## config.mk

```make
export PLATFORM = sky130hd
export DESIGN_NAME = tacc_sqrt_cell
export DESIGN_NICKNAME = d
export VERILOG_FILES = /design/src/sv/tacc_pkg.sv /design/src/sv/tacc_sqrt_cell.sv
export SDC_FILE = /design/constraint.sdc
export NUM_CORES = 1
export LEC_CHECK = 0
export BUFFER_PORTS_ARGS = -buffer_cell sky130_fd_sc_hd__buf_2
export CAP_MARGIN = 20
export CORE_UTILIZATION = 45
export DETAILED_ROUTE_END_ITERATION = 6
export PLACE_DENSITY = 0.76
export SLEW_MARGIN = 20
export SYNTH_ARGS = -nofsm -noshare
export SYNTH_HDL_FRONTEND = slang
export SYNTH_SLANG_ARGS = --single-unit
```

## constraint.sdc

```tcl
create_clock -name clock -period 3.5 [get_ports clock]
set_input_delay 0.525 -clock clock [delete_from_list [all_inputs] [get_ports clock]]
set_output_delay 0.525 -clock clock [all_outputs]
set_load 0.01 [all_outputs]
```

## src/sv/tacc_pkg.sv

```systemverilog
`default_nettype none
package tacc_pkg;

   localparam int CORDIC_STAGES   = 16;
   localparam int ANGLE_FRAC_BITS = 8;
   localparam int ACC_FRAC        = 24;
   localparam int TABLE_LEN       = 24;
   localparam int STG_W           = $clog2(TABLE_LEN);

   localparam int COORD_W   = 10;
   localparam int CFG_W     = 12;
   localparam int CSR_IDX_W = 2;
   localparam int DELTA_W   = 13;
   localparam int SCALE_LIM = 999;
   localparam int HYP_FRAC  = 16;

   // cordic datapath
   localparam int CW = 32;
   localparam int AW = 34;

   // square root: radicand is (dx^2 + dz^2) with 2*HYP_FRAC zero bits appended
   localparam int SQ_W     = 25;
   localparam int SQ_STEPS = 29;
   localparam int SQ_RAD_W = 2 * SQ_STEPS;
   localparam int SQ_REM_W = SQ_STEPS + 4;

   // pipeline depth in valid bits: delta, square, sum, sqrt cells, prerotate, cordic cells
   localparam int DEPTH = 3 + SQ_STEPS + 1 + CORDIC_STAGES;

   // output rounding
   localparam int OUT_W  = 16;
   localparam int RND_SH = ACC_FRAC - ANGLE_FRAC_BITS;
   localparam int RND_W  = AW - RND_SH + 2;

   localparam logic signed [AW-1:0] NINETY_ACC = AW'(longint'(90) <<< ACC_FRAC);
   localparam logic signed [AW-1:0] RND_HALF   = AW'(longint'(1) <<< (RND_SH - 1));
   localparam logic signed [RND_W-1:0] NINETY_O = RND_W'(longint'(90) <<< ANGLE_FRAC_BITS);
   localparam logic signed [RND_W-1:0] ONE80_O  = RND_W'(longint'(180) <<< ANGLE_FRAC_BITS);
   localparam logic signed [RND_W-1:0] D360_O   = RND_W'(longint'(360) <<< ANGLE_FRAC_BITS);

   typedef enum logic [CSR_IDX_W-1:0] {
      CSR_BASE_X = 2'd0,
      CSR_BASE_Y = 2'd1,
      CSR_BASE_Z = 2'd2
   } csr_idx_type;

   typedef struct packed {
      logic signed [CW-1:0] x;
      logic signed [CW-1:0] y;
      logic signed [AW-1:0] acc;
   } cordic_type;

   typedef struct packed {
      logic [SQ_RAD_W-1:0] rad;
      logic [SQ_REM_W-1:0] rem;
      logic [SQ_STEPS-1:0] root;
   } sqrt_type;

   typedef struct packed {
      logic signed [DELTA_W-1:0] dx;
      logic signed [DELTA_W-1:0] dy;
      logic signed [DELTA_W-1:0] dz;
   } delta_type;

   typedef struct packed {
      logic [OUT_W-1:0] swivel;
      logic [OUT_W-1:0] elbow;
      logic [OUT_W-1:0] elevation;
   } angles_type;

   // atan(2^-i) in degrees, ACC_FRAC fraction bits
   function automatic logic signed [AW-1:0] atan_deg(input logic [STG_W-1:0] idx);
      case (idx)
         5'd0:    return AW'(64'sd754974720);
         5'd1:    return AW'(64'sd445687602);
         5'd2:    return AW'(64'sd235489089);
         5'd3:    return AW'(64'sd119537938);
         5'd4:    return AW'(64'sd60000934);
         5'd5:    return AW'(64'sd30029717);
         5'd6:    return AW'(64'sd15018523);
         5'd7:    return AW'(64'sd7509720);
         5'd8:    return AW'(64'sd3754917);
         5'd9:    return AW'(64'sd1877466);
         5'd10:   return AW'(64'sd938734);
         5'd11:   return AW'(64'sd469367);
         5'd12:   return AW'(64'sd234684);
         5'd13:   return AW'(64'sd117342);
         5'd14:   return AW'(64'sd58671);
         5'd15:   return AW'(64'sd29335);
         5'd16:   return AW'(64'sd14668);
         5'd17:   return AW'(64'sd7334);
         5'd18:   return AW'(64'sd3667);
         5'd19:   return AW'(64'sd1833);
         5'd20:   return AW'(64'sd917);
         5'd21:   return AW'(64'sd458);
         5'd22:   return AW'(64'sd229);
         5'd23:   return AW'(64'sd115);
         default: return '0;
      endcase
   endfunction

   // bring the vector into the right half plane
   function automatic cordic_type prerotate(input logic signed [CW-1:0] y,
                                            input logic signed [CW-1:0] x);
      cordic_type r;
      r.x   = x;
      r.y   = y;
      r.acc = '0;
      if (x < 0) begin
         if (y >= 0) begin
            r.x   = y;
            r.y   = -x;
            r.acc = NINETY_ACC;
         end else begin
            r.x   = -y;
            r.y   = x;
            r.acc = -NINETY_ACC;
         end
      end
      return r;
   endfunction

   // round half up to the output fraction
   function automatic logic signed [RND_W-1:0] round_out(input logic signed [AW-1:0] a);
      logic signed [AW-1:0] t;
      t = a + RND_HALF;
      return RND_W'(t >>> RND_SH);
   endfunction

endpackage
`default_nettype wire

```

## src/sv/tacc_sqrt_cell.sv

```systemverilog
`default_nettype none
module tacc_sqrt_cell
   import tacc_pkg::*;
(
   input  wire logic     clock,
   input  wire logic     en,
   input  wire sqrt_type feed,
   output sqrt_type      result
);

   sqrt_type            stage_ff;
   sqrt_type            stage_in;
   logic [SQ_REM_W-1:0] rem_sh;
   logic [SQ_REM_W-1:0] trial;
   logic                fits;

   // one result bit per cell
   always_comb begin
      rem_sh         = {feed.rem[SQ_REM_W-3:0], feed.rad[SQ_RAD_W-1 -: 2]};
      trial          = {(SQ_REM_W-2)'(feed.root), 2'b01};
      fits           = (rem_sh >= trial);
      stage_in.rad   = feed.rad << 2;
      stage_in.rem   = fits ? (rem_sh - trial) : rem_sh;
      stage_in.root  = {feed.root[SQ_STEPS-2:0], fits};
   end

   always_ff @(posedge clock) begin
      if (en) begin
         stage_ff <= stage_in;
      end
   end

   assign result = stage_ff;

endmodule
`default_nettype wire

```

==> results of run 1 <==
[final cells by class]
| class | count | area, um^2 |
|---|---|---|
| fillers | 1036 | 4770 |
| flip-flops and latches | 118 | 3540 |
| multi-input cells | 312 | 2060 |
| repair buffers | 244 | 1250 |
| clock buffers | 18 | 429 |
| well taps | 172 | 215 |
| clock inverters | 14 | 201 |
| inverters | 38 | 143 |
| diodes | 1 | 2.50 |
[routing by layer]
layer,track usage [%],part of all wire [%]
met1,25.2,39
met2,38.0,51
met3,8.05,8.5
met4,8.55,1.6
met5,0,0
[through the flow]
step	cells	worst slack, ps	utilization, %
6_report	917	508	62.2
5_1_grt	916	314	62.2
4_1_cts	916	535	62.2
3_5_place_dp	884	106	57.2
3_3_place_gp	884	94.0	57.2
2_1_floorplan	483	544	-
[cell families (layout without fill, tap and decap cells)]
logic type	Yosys count	after routing	share of synthesized area [%]
xor gates and xnor gates	26	26	3.91
buffers and inverters	53	314	3.86
muxes	8	8	1.46
adders and majority gates	31	31	6.66
other	1	3	0.0643
DFF	118	118	60.8
AOI/OAI and AO/OA	115	115	12.7
and+or+nand+nor	130	130	10.5
[power breakdown]
part	internal, uW	switching (uW)	total (uW)
logic	322	438	759
registers	1730	33.0	1770
clock network	1200	628	1830
total	3250	1100	4350
[critical path: cells and delay by family]
| kind | cells | cell delay [ps] |
|---|---|---|
| AOI/OAI and AO/OA | 7 | 1810 |
| buffers and inverters | 3 | 460 |
| adders and majority gates | 1 | 350 |
[path summary, 6_finish.rpt]
path / cells after the start / endpoint / start
setup / recovery: 11 / result[35] / feed[4]
hold / removal: 1 / result[89] / feed[87]
[layout by cell type (no fill, tap or decap), types with 5 or more instances in the layout]
master / instances
o21ai_1: 13
xor2_1: 13
nand2_1: 47
xnor2_1: 13
a21oi_1: 26
or2_2: 5
nand2b_1: 6
edfxtp_1: 118
buf_2: 236
o21ai_0: 27
nor2_1: 24
a21o_1: 17
a31oi_1: 5
and3_1: 7
inv_1: 37
nor3_1: 12
nand3_1: 12
clkinv_4: 6
clkbuf_16: 17
buf_4: 7
ha_1: 31
==> results by group, run 1 <==
Status
  – Status: completed

Logic synthesis
  – Synth Area per Inst: 12.1 um^2
  – Synth warn: 0
  – Commonest cells in the netlist: 118 x edfxtp_1, 47 x nand2_1, 37 x inv_1
  – EDFF count, synth: 118
  – Yosys top cell by area: edfxtp_1
  – Top_reg_cell synth: edfxtp_1
  – Area share of the largest cell type after synthesis: 60.8%
  – Cells after Synth: 482
  – Seq/Total Area, Yosys: 60.8%
  – Number of distinct library cells after synthesis: 54
  – Count leader, synth: edfxtp_1
  – Ranking of synthesized cells by area: edfxtp_1 61%, ha_1 6.7%, nand2_1 3.0%, inv_1 2.4%, o21ai_0 2.3%
  – FF+latch count, synth: 118
  – Asr flop ratio synth: 0%
  – Mapped Area: 5830 um^2

Floorplanning
  – Die X: 116 um
  – FP Rows: 41
  – Initial core utilization: 46.2%
  – Die height: 116 um
  – Core area: 12,600 um^2
  – Top-Level Pins: 242
  – Die area: 13,400 um^2

Detailed routing
  – # DRC: 0
  – Total routed wirelength: 14,600 um
  – Vias: 4,583
  – DR vias/cell: 5.00
  – DR WL/cell: 15.9 um
  – Initial DRC Count: 356
  – 1st-pass router iterations: 5
  – Final ANT Viol Nets: 0

Global route
  – GRT Total Usage: 22.2%
  – Largest net degree at the start of global routing: 61
  – Remaining Overflow, GRT: 0
  – Initial antenna violation count: 0
  – Number of global-route vias before repair: 4,378
  – First-pass GRT wire length: 22,000 um

Critical path
  – Crit end category: register
  – Crit path cell chain: buf_2 -> inv_1 -> ha_1 -> a21o_1 -> a221o_1 -> a211oi_1 -> o21a_1 -> o211a_1 -> o31a_2 -> buf_4 -> o31ai_1
  – Critical Path RT: 3650 ps
  – Nature of the critical path startpoint: input pin
  – Crit Path Max Fanout: 24
  – CP peak stage delay: 390 ps
  – Slowest CP cell: a211oi_1
  – WS Path Type: input pin to register
  – CP Data Arrival Time: 3140 ps

Layout
  – Post-Layout Inst Area: 7850 um^2
  – Max reg flops: 118
  – Syn-to-layout area delta: 34.7%
  – Layout cells sized above 1: 38.8%
  – Nets@finish: 884

Timing
  – Max Freq: 334 MHz
  – RSZ-0062 raised after global routing: no
  – Final setup viols: 0
  – WHS: 284 ps
  – Max-slew violations: 0
  – Post-route setup TNS: 0 ps
  – Worst-margin pin slew: 762 ps
  – Slew headroom: 49.2%
  – Fin. Hold Viols: 0
  – Post-route minimum period: 2990 ps
  – Final period util: 85.5%

Clock network
  – Bufs on Longest Clock Path: 2
  – Root buffer cell: clkbuf_16
  – Post-cts sizing count: 0
  – H-tree lvl count: 4
  – Clk slew on worst S/H paths: 60 ps
  – # hold bufs at CTS: 0
  – TritonCTS clock tree: yes
  – Cts bufs inserted: 17
  – Post CTS Setup Buffer Count: 0
  – Clock sinks: 118

Placed design
  – Port bufs: 237
  – Placement Cell Area: 7220 um^2
  – RD Place Congestion: 0.878
  – Detailed Place HPWL: 11,100 um

Job
  – MaxCap Viol Count: 0

Power
  – Pleak: 0.00354 uW
  – Peak supply drop: 0.000227 V
  – Total Power: 4350 uW
  – PD cells: 554 nW/um^2

Worst hold path
  – Hold Crit Class: input pin to register
(Power assumes the default switching activity.)
==> run 2, diff against run 1 <==
Settings changed: BUFFER_PORTS_ARGS -buffer_cell sky130_fd_sc_hd__buf_2 to -buffer_cell sky130_fd_sc_hd__clkbuf_2.
==> run 2 against run 1 <==
Compared with the run above: global-route usage decreased by 0.92 points; final cell count decreased by 0.11%; highest routed layer unchanged; via count increased by 0.92%; worst setup slack improved by 94 ps; sequential share of layout area increased by 0.52 points; non-clock buffer count unchanged; sequential cell count unchanged; critical path depth unchanged; clock-buffer cell count increased by 1; first-iteration DRC count decreased by 16%; clock power decreased by 14%; maximum frequency increased by 3.2%.
==> results by group, run 2 (same netlist as run 1, synthesis figures left out) <==
Status
  – Status: completed

Detailed routing
  – Total routed wirelength: 14,200 um
  – Vias: 4,625
  – # DRC: 0
  – DR vias/cell: 5.05
  – DR WL/cell: 15.5 um
  – 1st-pass router iterations: 6
  – Initial DRC Count: 298
  – Final ANT Viol Nets: 0

Power
  – Sequential Power Share: 43.3%
  – PD cells: 527 nW/um^2
  – Switching share of total power: 26.2%
  – Net Sw Power: 1070 uW
  – Pleak: 0.00354 uW
  – Peak supply drop: 0.000221 V
  – Comb pwr share: 18.4%
  – Int Pwr: 3020 uW
  – Clk pwr share: 38.3%

Clock network
  – # hold bufs at CTS: 0
  – Bufs on Longest Clock Path: 2
  – TritonCTS clock tree: yes
  – Clock sinks: 118
  – Cts bufs inserted: 17
  – Post CTS Setup Buffer Count: 0
  – Clk slew on worst S/H paths: 50 ps
  – Post-cts sizing count: 0
  – H-tree lvl count: 4
  – Root buffer cell: clkbuf_16

Layout
  – Inserted Diodes: 0
  – Most frequent cells in the layout: 236 x clkbuf_2, 118 x edfxtp_1, 47 x nand2_1, 37 x inv_1, 31 x ha_1
  – Max reg flops: 118
  – Syn-to-layout area delta: 33.2%
  – Nets@finish: 884
  – Layout cells sized above 1: 38.7%
  – Filler cells: 1,060
  – Most common cell after layout, fill and taps aside: clkbuf_2

Timing
  – RSZ-0062 raised after global routing: no
  – Post-route minimum period: 2900 ps
  – Max Freq: 345 MHz
  – Final period util: 82.8%
  – Final setup viols: 0
  – Worst-margin pin slew: 776 ps
  – Post-route setup TNS: 0 ps
  – Slew headroom: 48.3%
  – Slack of the critical path: 602 ps
  – Max-slew violations: 0
  – Fin. Hold Viols: 0

Critical path
  – CP Data Arrival Time: 3050 ps
  – Crit end category: register
  – Crit Path Max Fanout: 20
  – Critical Path Source: feed[4]
  – Nature of the critical path startpoint: input pin
  – WS Path Type: input pin to register
  – Critical Path RT: 3650 ps

Floorplanning
  – Die height: 116 um
  – Top-Level Pins: 242
  – Core area: 12,600 um^2
  – FP Rows: 41
  – Die X: 116 um
  – Die area: 13,400 um^2
  – Initial core utilization: 46.2%

Placed design
  – Port bufs: 237
  – RD Place Congestion: 0.884
  – Setup WS pre-CTS: 161 ps
  – Detailed Place HPWL: 11,200 um

Worst hold path
  – Hold path start: feed[98]
  – Worst Hold Depth: 1
  – Hold Crit Class: input pin to register

Global route
  – Number of global-route vias before repair: 4,331
  – GRT Total Usage: 21.2%
  – Largest net degree at the start of global routing: 61
  – First-pass GRT wire length: 21,200 um
  – Initial antenna violation count: 0
  – Remaining Overflow, GRT: 0

Job
  – MaxCap Viol Count: 0
[run 2: cell count changes in the layout (fill, tap and decap cells not counted), moves of 3 or more]
cell        before  now
clkinvlp_4       1    4
clkinv_4         6    3
clkbuf_2         0  236
buf_2          236    0
clkinv_2         0    4
bufinv_16        4    1
[run 2: area by class of cell]
type / count / area (um^2) / area share [%]
tap: 172 / 215 / 2.77
clock inverter: 13 / 110 / 1.42
multi-input combinational: 312 / 2060 / 26.6
timing repair buffer: 244 / 1250 / 16.2
sequential: 118 / 3540 / 45.6
clock buffer: 19 / 433 / 5.58
inverter: 38 / 143 / 1.84
[run 2: path summary, 6_finish.rpt]
path	endpoint	slack (ps)
worst max-delay path	result[35]	600
worst min-delay path	result[100]	290
[run 2: power by group through the flow]
stage / Sequential (uW) / Clock (uW) / Combinational (uW)
finish: 1770 / 1570 / 754
global route: 1790 / 1660 / 834
global placement: 1800 / 0 / 744
detailed placement: 1800 / 0 / 756
CTS: 1770 / 1600 / 760
floorplan: 1880 / 0 / 345
[run 2: worst max-delay path, stage by stage]
cell and delay (ps):
clkbuf_2 90, inv_1 40, ha_1 350, a21o_1 210, a221o_1 330, a211oi_1 320
o21a_1 200, o211a_1 210, o31a_2 330, buf_4 310, o31ai_1 120
[run 2: through the flow]
step | utilization [%] | std cells | hold WS [ps] | cell area [um^2] | power, uW
after floorplan | - | 483 | 624 | 5830 | 2220
after global placement | 57.2 | 884 | 703 | 7220 | 2540
after detailed placement | 57.2 | 884 | 704 | 7220 | 2560
after CTS | 61.5 | 916 | 271 | 7760 | 4140
after global routing | 61.5 | 916 | 267 | 7760 | 4280
final | 61.5 | 916 | 288 | 7760 | 4090
[run 2: per-layer routing]
layer  routed length, um  global-route usage (%)
met5                   0                       0
met4                 234                    8.46
met3                1240                    7.53
met2                7150                    36.3
met1                5620                    24.3
