<file path="config.mk">
export PLATFORM = sky130hd
export DESIGN_NAME = tacc_cordic_cell
export DESIGN_NICKNAME = d
export VERILOG_FILES = /design/src/sv/tacc_pkg.sv /design/src/sv/tacc_cordic_cell.sv
export SDC_FILE = /design/constraint.sdc
export NUM_CORES = 1
export LEC_CHECK = 0
export BUFFER_PORTS_ARGS = -buffer_cell sky130_fd_sc_hd__buf_2
export CELL_PAD_IN_SITES_DETAIL_PLACEMENT = 0
export CELL_PAD_IN_SITES_GLOBAL_PLACEMENT = 2
export CORE_ASPECT_RATIO = 1.2
export CORE_MARGIN = 4
export CORE_UTILIZATION = 34
export CTS_CLUSTER_SIZE = 8
export DETAILED_ROUTE_END_ITERATION = 12
export GPL_TIMING_DRIVEN = 0
export PLACE_DENSITY_LB_ADDON = 0.08
export REMOVE_ABC_BUFFERS = 1
export SYNTH_ARGS = -nofsm -noshare
export SYNTH_HDL_FRONTEND = slang
export SYNTH_SLANG_ARGS = --single-unit
</file>
<file path="constraint.sdc">
create_clock -name clock -period 5.7 [get_ports clock]
set_clock_uncertainty 0.2 [all_clocks]
set_input_delay 0.285 -clock clock [delete_from_list [all_inputs] [get_ports clock]]
set_output_delay 0.285 -clock clock [all_outputs]
set_load 0.02 [all_outputs]
</file>
<file path="src/sv/tacc_pkg.sv">
`default_nettype none
package tacc_pkg;

   localparam int CORDIC_STAGES   = 16;
   localparam int ANGLE_FRAC_BITS = 8;
   localparam int ACC_FRAC        = 24;
   localparam int TABLE_LEN       = 24;
   localparam int STG_W           = $clog2(TABLE_LEN);

   localparam int COORD_W   = 10;
   localparam int CFG_W     = 12;
   localparam int CSR_IDX_W = 2;
   localparam int DELTA_W   = 13;
   localparam int SCALE_LIM = 999;
   localparam int HYP_FRAC  = 16;

   // cordic datapath
   localparam int CW = 32;
   localparam int AW = 34;

   // square root: radicand is (dx^2 + dz^2) with 2*HYP_FRAC zero bits appended
   localparam int SQ_W     = 25;
   localparam int SQ_STEPS = 29;
   localparam int SQ_RAD_W = 2 * SQ_STEPS;
   localparam int SQ_REM_W = SQ_STEPS + 4;

   // pipeline depth in valid bits: delta, square, sum, sqrt cells, prerotate, cordic cells
   localparam int DEPTH = 3 + SQ_STEPS + 1 + CORDIC_STAGES;

   // output rounding
   localparam int OUT_W  = 16;
   localparam int RND_SH = ACC_FRAC - ANGLE_FRAC_BITS;
   localparam int RND_W  = AW - RND_SH + 2;

   localparam logic signed [AW-1:0] NINETY_ACC = AW'(longint'(90) <<< ACC_FRAC);
   localparam logic signed [AW-1:0] RND_HALF   = AW'(longint'(1) <<< (RND_SH - 1));
   localparam logic signed [RND_W-1:0] NINETY_O = RND_W'(longint'(90) <<< ANGLE_FRAC_BITS);
   localparam logic signed [RND_W-1:0] ONE80_O  = RND_W'(longint'(180) <<< ANGLE_FRAC_BITS);
   localparam logic signed [RND_W-1:0] D360_O   = RND_W'(longint'(360) <<< ANGLE_FRAC_BITS);

   typedef enum logic [CSR_IDX_W-1:0] {
      CSR_BASE_X = 2'd0,
      CSR_BASE_Y = 2'd1,
      CSR_BASE_Z = 2'd2
   } csr_idx_type;

   typedef struct packed {
      logic signed [CW-1:0] x;
      logic signed [CW-1:0] y;
      logic signed [AW-1:0] acc;
   } cordic_type;

   typedef struct packed {
      logic [SQ_RAD_W-1:0] rad;
      logic [SQ_REM_W-1:0] rem;
      logic [SQ_STEPS-1:0] root;
   } sqrt_type;

   typedef struct packed {
      logic signed [DELTA_W-1:0] dx;
      logic signed [DELTA_W-1:0] dy;
      logic signed [DELTA_W-1:0] dz;
   } delta_type;

   typedef struct packed {
      logic [OUT_W-1:0] swivel;
      logic [OUT_W-1:0] elbow;
      logic [OUT_W-1:0] elevation;
   } angles_type;

   // atan(2^-i) in degrees, ACC_FRAC fraction bits
   function automatic logic signed [AW-1:0] atan_deg(input logic [STG_W-1:0] idx);
      case (idx)
         5'd0:    return AW'(64'sd754974720);
         5'd1:    return AW'(64'sd445687602);
         5'd2:    return AW'(64'sd235489089);
         5'd3:    return AW'(64'sd119537938);
         5'd4:    return AW'(64'sd60000934);
         5'd5:    return AW'(64'sd30029717);
         5'd6:    return AW'(64'sd15018523);
         5'd7:    return AW'(64'sd7509720);
         5'd8:    return AW'(64'sd3754917);
         5'd9:    return AW'(64'sd1877466);
         5'd10:   return AW'(64'sd938734);
         5'd11:   return AW'(64'sd469367);
         5'd12:   return AW'(64'sd234684);
         5'd13:   return AW'(64'sd117342);
         5'd14:   return AW'(64'sd58671);
         5'd15:   return AW'(64'sd29335);
         5'd16:   return AW'(64'sd14668);
         5'd17:   return AW'(64'sd7334);
         5'd18:   return AW'(64'sd3667);
         5'd19:   return AW'(64'sd1833);
         5'd20:   return AW'(64'sd917);
         5'd21:   return AW'(64'sd458);
         5'd22:   return AW'(64'sd229);
         5'd23:   return AW'(64'sd115);
         default: return '0;
      endcase
   endfunction

   // bring the vector into the right half plane
   function automatic cordic_type prerotate(input logic signed [CW-1:0] y,
                                            input logic signed [CW-1:0] x);
      cordic_type r;
      r.x   = x;
      r.y   = y;
      r.acc = '0;
      if (x < 0) begin
         if (y >= 0) begin
            r.x   = y;
            r.y   = -x;
            r.acc = NINETY_ACC;
         end else begin
            r.x   = -y;
            r.y   = x;
            r.acc = -NINETY_ACC;
         end
      end
      return r;
   endfunction

   // round half up to the output fraction
   function automatic logic signed [RND_W-1:0] round_out(input logic signed [AW-1:0] a);
      logic signed [AW-1:0] t;
      t = a + RND_HALF;
      return RND_W'(t >>> RND_SH);
   endfunction

endpackage
`default_nettype wire

</file>
<file path="src/sv/tacc_cordic_cell.sv">
`default_nettype none
module tacc_cordic_cell
   import tacc_pkg::*;
(
   input  wire logic             clock,
   input  wire logic             en,
   input  wire logic [STG_W-1:0] stage_idx,
   input  wire cordic_type       feed,
   output cordic_type            result
);

   cordic_type           stage_ff;
   cordic_type           stage_in;
   logic signed [CW-1:0] xs;
   logic signed [CW-1:0] ys;
   logic signed [AW-1:0] ang;

   // vectoring step, drives y toward zero
   always_comb begin
      xs  = feed.x >>> stage_idx;
      ys  = feed.y >>> stage_idx;
      ang = atan_deg(stage_idx);
      if (!feed.y[CW-1]) begin
         stage_in.x   = feed.x + ys;
         stage_in.y   = feed.y - xs;
         stage_in.acc = feed.acc + ang;
      end else begin
         stage_in.x   = feed.x - ys;
         stage_in.y   = feed.y + xs;
         stage_in.acc = feed.acc - ang;
      end
   end

   always_ff @(posedge clock) begin
      if (en) begin
         stage_ff <= stage_in;
      end
   end

   assign result = stage_ff;

endmodule
`default_nettype wire

</file>
==> results of run 1 <==
==> cell usage after synthesis, types with 40 or more instances <==
master	instances	share of area
nor2_1	149	0.038
ha_1	106	0.091
a21oi_1	139	0.048
mux4_2	79	0.12
mux2_2	40	0.031
edfxtp_1	98	0.20
o21ai_0	95	0.032
xor2_1	60	0.036
mux2i_1	54	0.037
nand2_1	114	0.029
xnor2_1	95	0.057
inv_1	45	0.012
==> area by class of cell <==
class                      count  area (um2)  share of cell area
clock buffer                   9       225.2             0.01332
clock inverter                 7       75.07            0.004441
inverter                      50       219.0             0.01295
multi-input combinational   1346       11280              0.6674
sequential                    98        2943              0.1741
tap                          552       690.7             0.04086
timing repair buffer         222        1469             0.08690
==> worst paths after layout <==
check    endpoint          from  cells past startpoint  slack [ns]
max    result[97]  stage_idx[0]                     21        0.21
min    result[33]      feed[33]                      3        0.06
==> cell families (layout without fill, tap and decap cells) <==
kind of cell	Yosys count	in the layout	share of synthesized area
compound gates	453	453	0.1964
xor+xnor	155	155	0.09277
fa+ha+maj	109	109	0.09473
buf+inv	139	288	0.04779
flops	98	98	0.2011
mux	193	193	0.2252
simple gates	436	436	0.1420
==> critical path, cell delays in order <==
cell and delay, ns:
buf_16 0.20, buf_16 0.19, mux4_2 0.52, mux4_2 0.51
or3_1 0.43, a21oi_4 0.23, and3_4 0.27, nor2b_2 0.20
nor2_1 0.07, xor2_1 0.17, ha_1 0.38, and3_4 0.21
o2111ai_2 0.17, a311o_1 0.44, a31oi_4 0.28, a21oi_2 0.13
a21oi_2 0.20, o21a_1 0.16, o21a_1 0.16, o41ai_2 0.08
xnor2_1 0.14
==> power groups by stage <==
| stage | registers [mW] | clock network (mW) | logic [mW] |
|---|---|---|---|
| 4_1_cts | 1.12 | 0.709 | 2.38 |
| 5_1_grt | 1.13 | 0.725 | 2.65 |
| 2_1_floorplan | 1.38 | 0 | 1.34 |
| 3_5_place_dp | 1.13 | 0 | 2.33 |
| 3_3_place_gp | 1.13 | 0 | 2.33 |
| 6_report | 1.11 | 0.672 | 2.41 |
==> metal layers <==
metal  track usage  vias up  share of wire
met1        0.2779     6567           0.41
met5             0        -        0.00027
met3       0.03206       76          0.048
met2        0.3728      393           0.50
met4       0.08869        2          0.040
li1              -     6366              -
==> through the flow <==
stage	total power [mW]	setup TNS (ns)	cells	setup slack, ns
4_1_cts	4.209	0	2275	0.01601
2_1_floorplan	2.720	-0.2691	1494	-0.1568
3_3_place_gp	3.459	-299.79	2248	-4.653
6_report	4.198	0	2284	0.2150
3_5_place_dp	3.461	-121.96	2254	-2.718
5_1_grt	4.499	-0.02079	2284	-0.008432
==> cell usage in the layout, fill, tap and decap left out, types with 9 or more instances in the layout <==
cell type / netlist / layout
buf_2: 15 / 195
nor2_1: 149 / 141
a21oi_1: 139 / 129
nand2_1: 114 / 113
ha_1: 106 / 102
edfxtp_1: 98 / 98
xnor2_1: 95 / 95
o21ai_0: 95 / 88
mux4_2: 79 / 81
xor2_1: 60 / 60
mux2i_1: 54 / 47
inv_1: 45 / 44
mux2_2: 40 / 40
a31oi_1: 34 / 33
nor3_1: 28 / 28
a21o_1: 28 / 28
nand3_1: 25 / 24
nor2b_1: 23 / 21
o21a_1: 21 / 21
nand2b_1: 18 / 18
mux4_1: 20 / 18
and3_1: 19 / 17
o211ai_1: 17 / 17
and2_1: 16 / 16
o22ai_1: 14 / 13
a21boi_0: 14 / 12
clkbuf_16: 0 / 12
a21oi_2: 0 / 9
buf_16: 0 / 9
buf_4: 13 / 9
==> what timing repair did <==
action,4_1_cts,5_1_grt
hold buffers,1,0
endpoints found under the hold margin,1,0
buffers inserted,1,6
setup endpoints to repair,73,30
resized for setup,57,53
pin swaps,1,9
gates cloned,3,3
==> flow_summary.toml, run 1 <==
[run_status]
status = "finished clean"

[cts]
tritoncts = "built"
clockBufferDepth = 2
cts_max_level = 3
tritoncts.num_buffers = 9
cts_root_buf = "clkbuf_16"
path_clk_slew_ns = 0.08
cts_sinks = 98

[place]
placed_cell_area_mm2 = 0.01599
io_buffers = 202
hpwlAfterDp_um = 39730
gp_congestion = 0.8711

[global_route]
grt-ovfl-total = 0
grt_pass1_wl_um = 79560
grt_pass1_vias = 13200
antenna_found_initial = 1
grt_use_total = 0.2191
grt_max_degree = 74

[route]
num_vias = 13400
drt_pass1_iterations = 7
wl_per_cell_um = 23.07
drtIter0Drc = 947
drtAntennaViolNets = 0
routed_wl_um = 52700
drc = 0
vias_per_cell = 5.869

[floorplanning]
fp.dieW_um = 197.4
die_y_um = 235.3
coreArea_mm2 = 0.04268
io-pin-count = 203
std_cell_rows = 83
start_util = 0.3429
die_area_mm2 = 0.04644

[timing]
hold_ws_ns = 0.05990
hold_violations = 0
timing.fmax_mhz = 182.3
maxSlewHeadroom = 0.5109
maxSlewViolCount = 0
setup_viol = 0
worst_pin_slew_ns = 0.7310
min_period_over_period = 0.9623
fin_crit_ns = 5.485

[layout]
largest_reg_flops = 98
final_util = 0.3960
drive_above_1_share = 0.2517
fillers = 4328
antenna_cells_inserted = 0
fin_area_mm2 = 0.01690
area_delta_synth_final_pct = 15.51
finalNetCount = 1941

[pwr]
combPwrFrac = 0.575
power.share.sequential = 0.265
powerDensity_mw_per_mm2 = 248.4
p_sw_mw = 1.817
p_int_mw = 2.381
p_sw_frac = 0.4328
pwr-share-clk = 0.160
vdd_drop_max_uv = 172.2
power_leakage_nw = 6.696

[yosys]
ys_ff_latch = 98
ys_types = 85
ys.flop_type = "edfxtp_1"
ys_warn_count = 0
ys_seq_area_frac = 0.2011
synth.avg_cell_area_um2 = 9.244
synth-async-reset-ratio = 0
synth_edf_count = 98
synth_cells = 1583
syn_area_mm2 = 0.01463

[setup_path]
crit_path_max_fanout = 24
cp-end-kind = "register"
crit_type = "in -> reg"
critPathRequiredTime_ns = 5.65
arrival_ns = 5.43
start_kind = "primary input"

[run]
drv_cap = 0

[hold_path]
min_path_type = "in -> reg"
Power figures use the tool's default switching activity.
==> inputs of run 2 (changes only) <==
--- a/config.mk
+++ b/config.mk
@@ -15,7 +15,6 @@
 export DETAILED_ROUTE_END_ITERATION = 12
 export GPL_TIMING_DRIVEN = 0
 export PLACE_DENSITY_LB_ADDON = 0.08
-export REMOVE_ABC_BUFFERS = 1
 export SYNTH_ARGS = -nofsm -noshare
 export SYNTH_HDL_FRONTEND = slang
 export SYNTH_SLANG_ARGS = --single-unit
==> flow_summary.toml, run 2 (synthesized netlist as in run 1, its figures left out) <==
[route]
vias_per_cell = 5.987
drc = 0
routed_wl_um = 64100
drtIter0Drc = 1301
num_vias = 14270
wl_per_cell_um = 26.90
drtAntennaViolNets = 0
drt_pass1_iterations = 7

[place]
placed_cell_area_mm2 = 0.01636
io_buffers = 200
gp_congestion = 0.9774
hpwlAfterDp_um = 51020

[layout]
final_cell_mix = "208 x buf_2, 139 x nor2_1, 124 x a21oi_1"
multi_input_area_mm2 = 0.01156
area_delta_synth_final_pct = 21.43
largest_reg_flops = 98
final_common_cell = "buf_2"
finalNetCount = 2039
final_util = 0.4163
register_area_mm2 = 0.002943
fillers = 4324
drive_above_1_share = 0.3022
fin_area_mm2 = 0.01777

[global_route]
grt_use_total = 0.2679
grt_pass1_wl_um = 93380
grt-ovfl-total = 0
grt_max_degree = 53
grt_pass1_vias = 14320
antenna_found_initial = 1

[timing]
fin_crit_ns = 5.563
timing.fmax_mhz = 179.8
setup_viol = 0
maxSlewHeadroom = 0.2967
min_period_over_period = 0.9759
hold_violations = 0
setup-tns-final_ns = 0
maxSlewViolCount = 0
worst_pin_slew_ns = 1.042

[cts]
tritoncts = "built"
clockBufferDepth = 2
cts_max_level = 3
path_clk_slew_ns = 0.07
tritoncts.num_buffers = 9
cts_sinks = 98
cts_root_buf = "clkbuf_16"

[pwr]
vdd_drop_max_uv = 173.8
powerDensity_mw_per_mm2 = 246.2
p_total_mw = 4.376
power_leakage_nw = 7.114

[floorplanning]
io-pin-count = 203
die_area_mm2 = 0.04644
start_util = 0.3429
fp.dieW_um = 197.4
coreArea_mm2 = 0.04268
die_y_um = 235.3
std_cell_rows = 83

[yosys]
synth_nets = 1797

[setup_path]
cp_top_family = "compound AO/OA/AOI/OAI gates"
critPathRequiredTime_ns = 5.64
crit_path_max_fanout = 10
cpMostUsedCell = "buf_12"
critPathSlowestCell = "mux4_2"
startpoint = "stage_idx[2]"
start_kind = "primary input"
cpPeakStageDelay_ns = 0.59
cp-end-kind = "register"
crit_type = "in -> reg"
arrival_ns = 5.50
worstPathBufferInverterCount = 6

[run]
drv_cap = 0

[run_status]
status = "finished clean"

[hold_path]
min_path_type = "in -> reg"
hold_path_startpoint = "feed[33]"
## run 2: path summary, 6_finish.rpt
path | depth (start not counted) | end | slack (ns)
worst min-delay path | 3 | result[33] | 0.06
worst max-delay path | 26 | result[97] | 0.14
## run 2: timing repair
item                                   4_1_cts  5_1_grt
pin swaps                                   18       29
setup endpoints to repair                   72       34
resized for setup                          148      103
gates cloned                                 0        1
endpoints found under the hold margin        1        0
hold buffers                                 1        0
buffers inserted                            17       17
## run 2: power by group
part / internal (mW) / leakage (nW) / total [mW] / switching [mW]
clock network: 0.343 / 0.137 / 0.662 / 0.319
registers: 1.07 / 0.960 / 1.11 / 0.0430
logic: 1.04 / 6.02 / 2.60 / 1.57
## run 2: layer usage
metal / global-route usage / vias to the layer above / share of wire
met4: 0.1171 / 0 / 0.051
li1: - / 6547 / -
met5: 0 / - / 0
met3: 0.03808 / 127 / 0.060
met1: 0.3312 / 7015 / 0.40
met2: 0.4621 / 578 / 0.49
## run 2: cell type report
| class | instances | area share |
|---|---|---|
| Multi-Input combinational cell | 1346 | 0.6505 |
| Sequential cell | 98 | 0.1656 |
| Timing Repair Buffer | 237 | 0.07555 |
| Buffer | 83 | 0.04168 |
| Tap cell | 552 | 0.03887 |
| Clock buffer | 11 | 0.01310 |
| Inverter | 50 | 0.01098 |
| Clock inverter | 5 | 0.003521 |
| Antenna cell | 1 | 0.0001408 |
## run 2: metrics by stage
stage | worst slack (ns) | hold WS, ns | instances
6_report | 0.1373 | 0.05906 | 2383
5_1_grt | -0.07435 | 0.08510 | 2382
4_1_cts | 0.0002727 | 0.04390 | 2367
3_5_place_dp | -2.909 | 0.4133 | 2336
3_3_place_gp | -2.960 | 0.4195 | 2335
2_1_floorplan | 0.04682 | 0.1975 | 1583
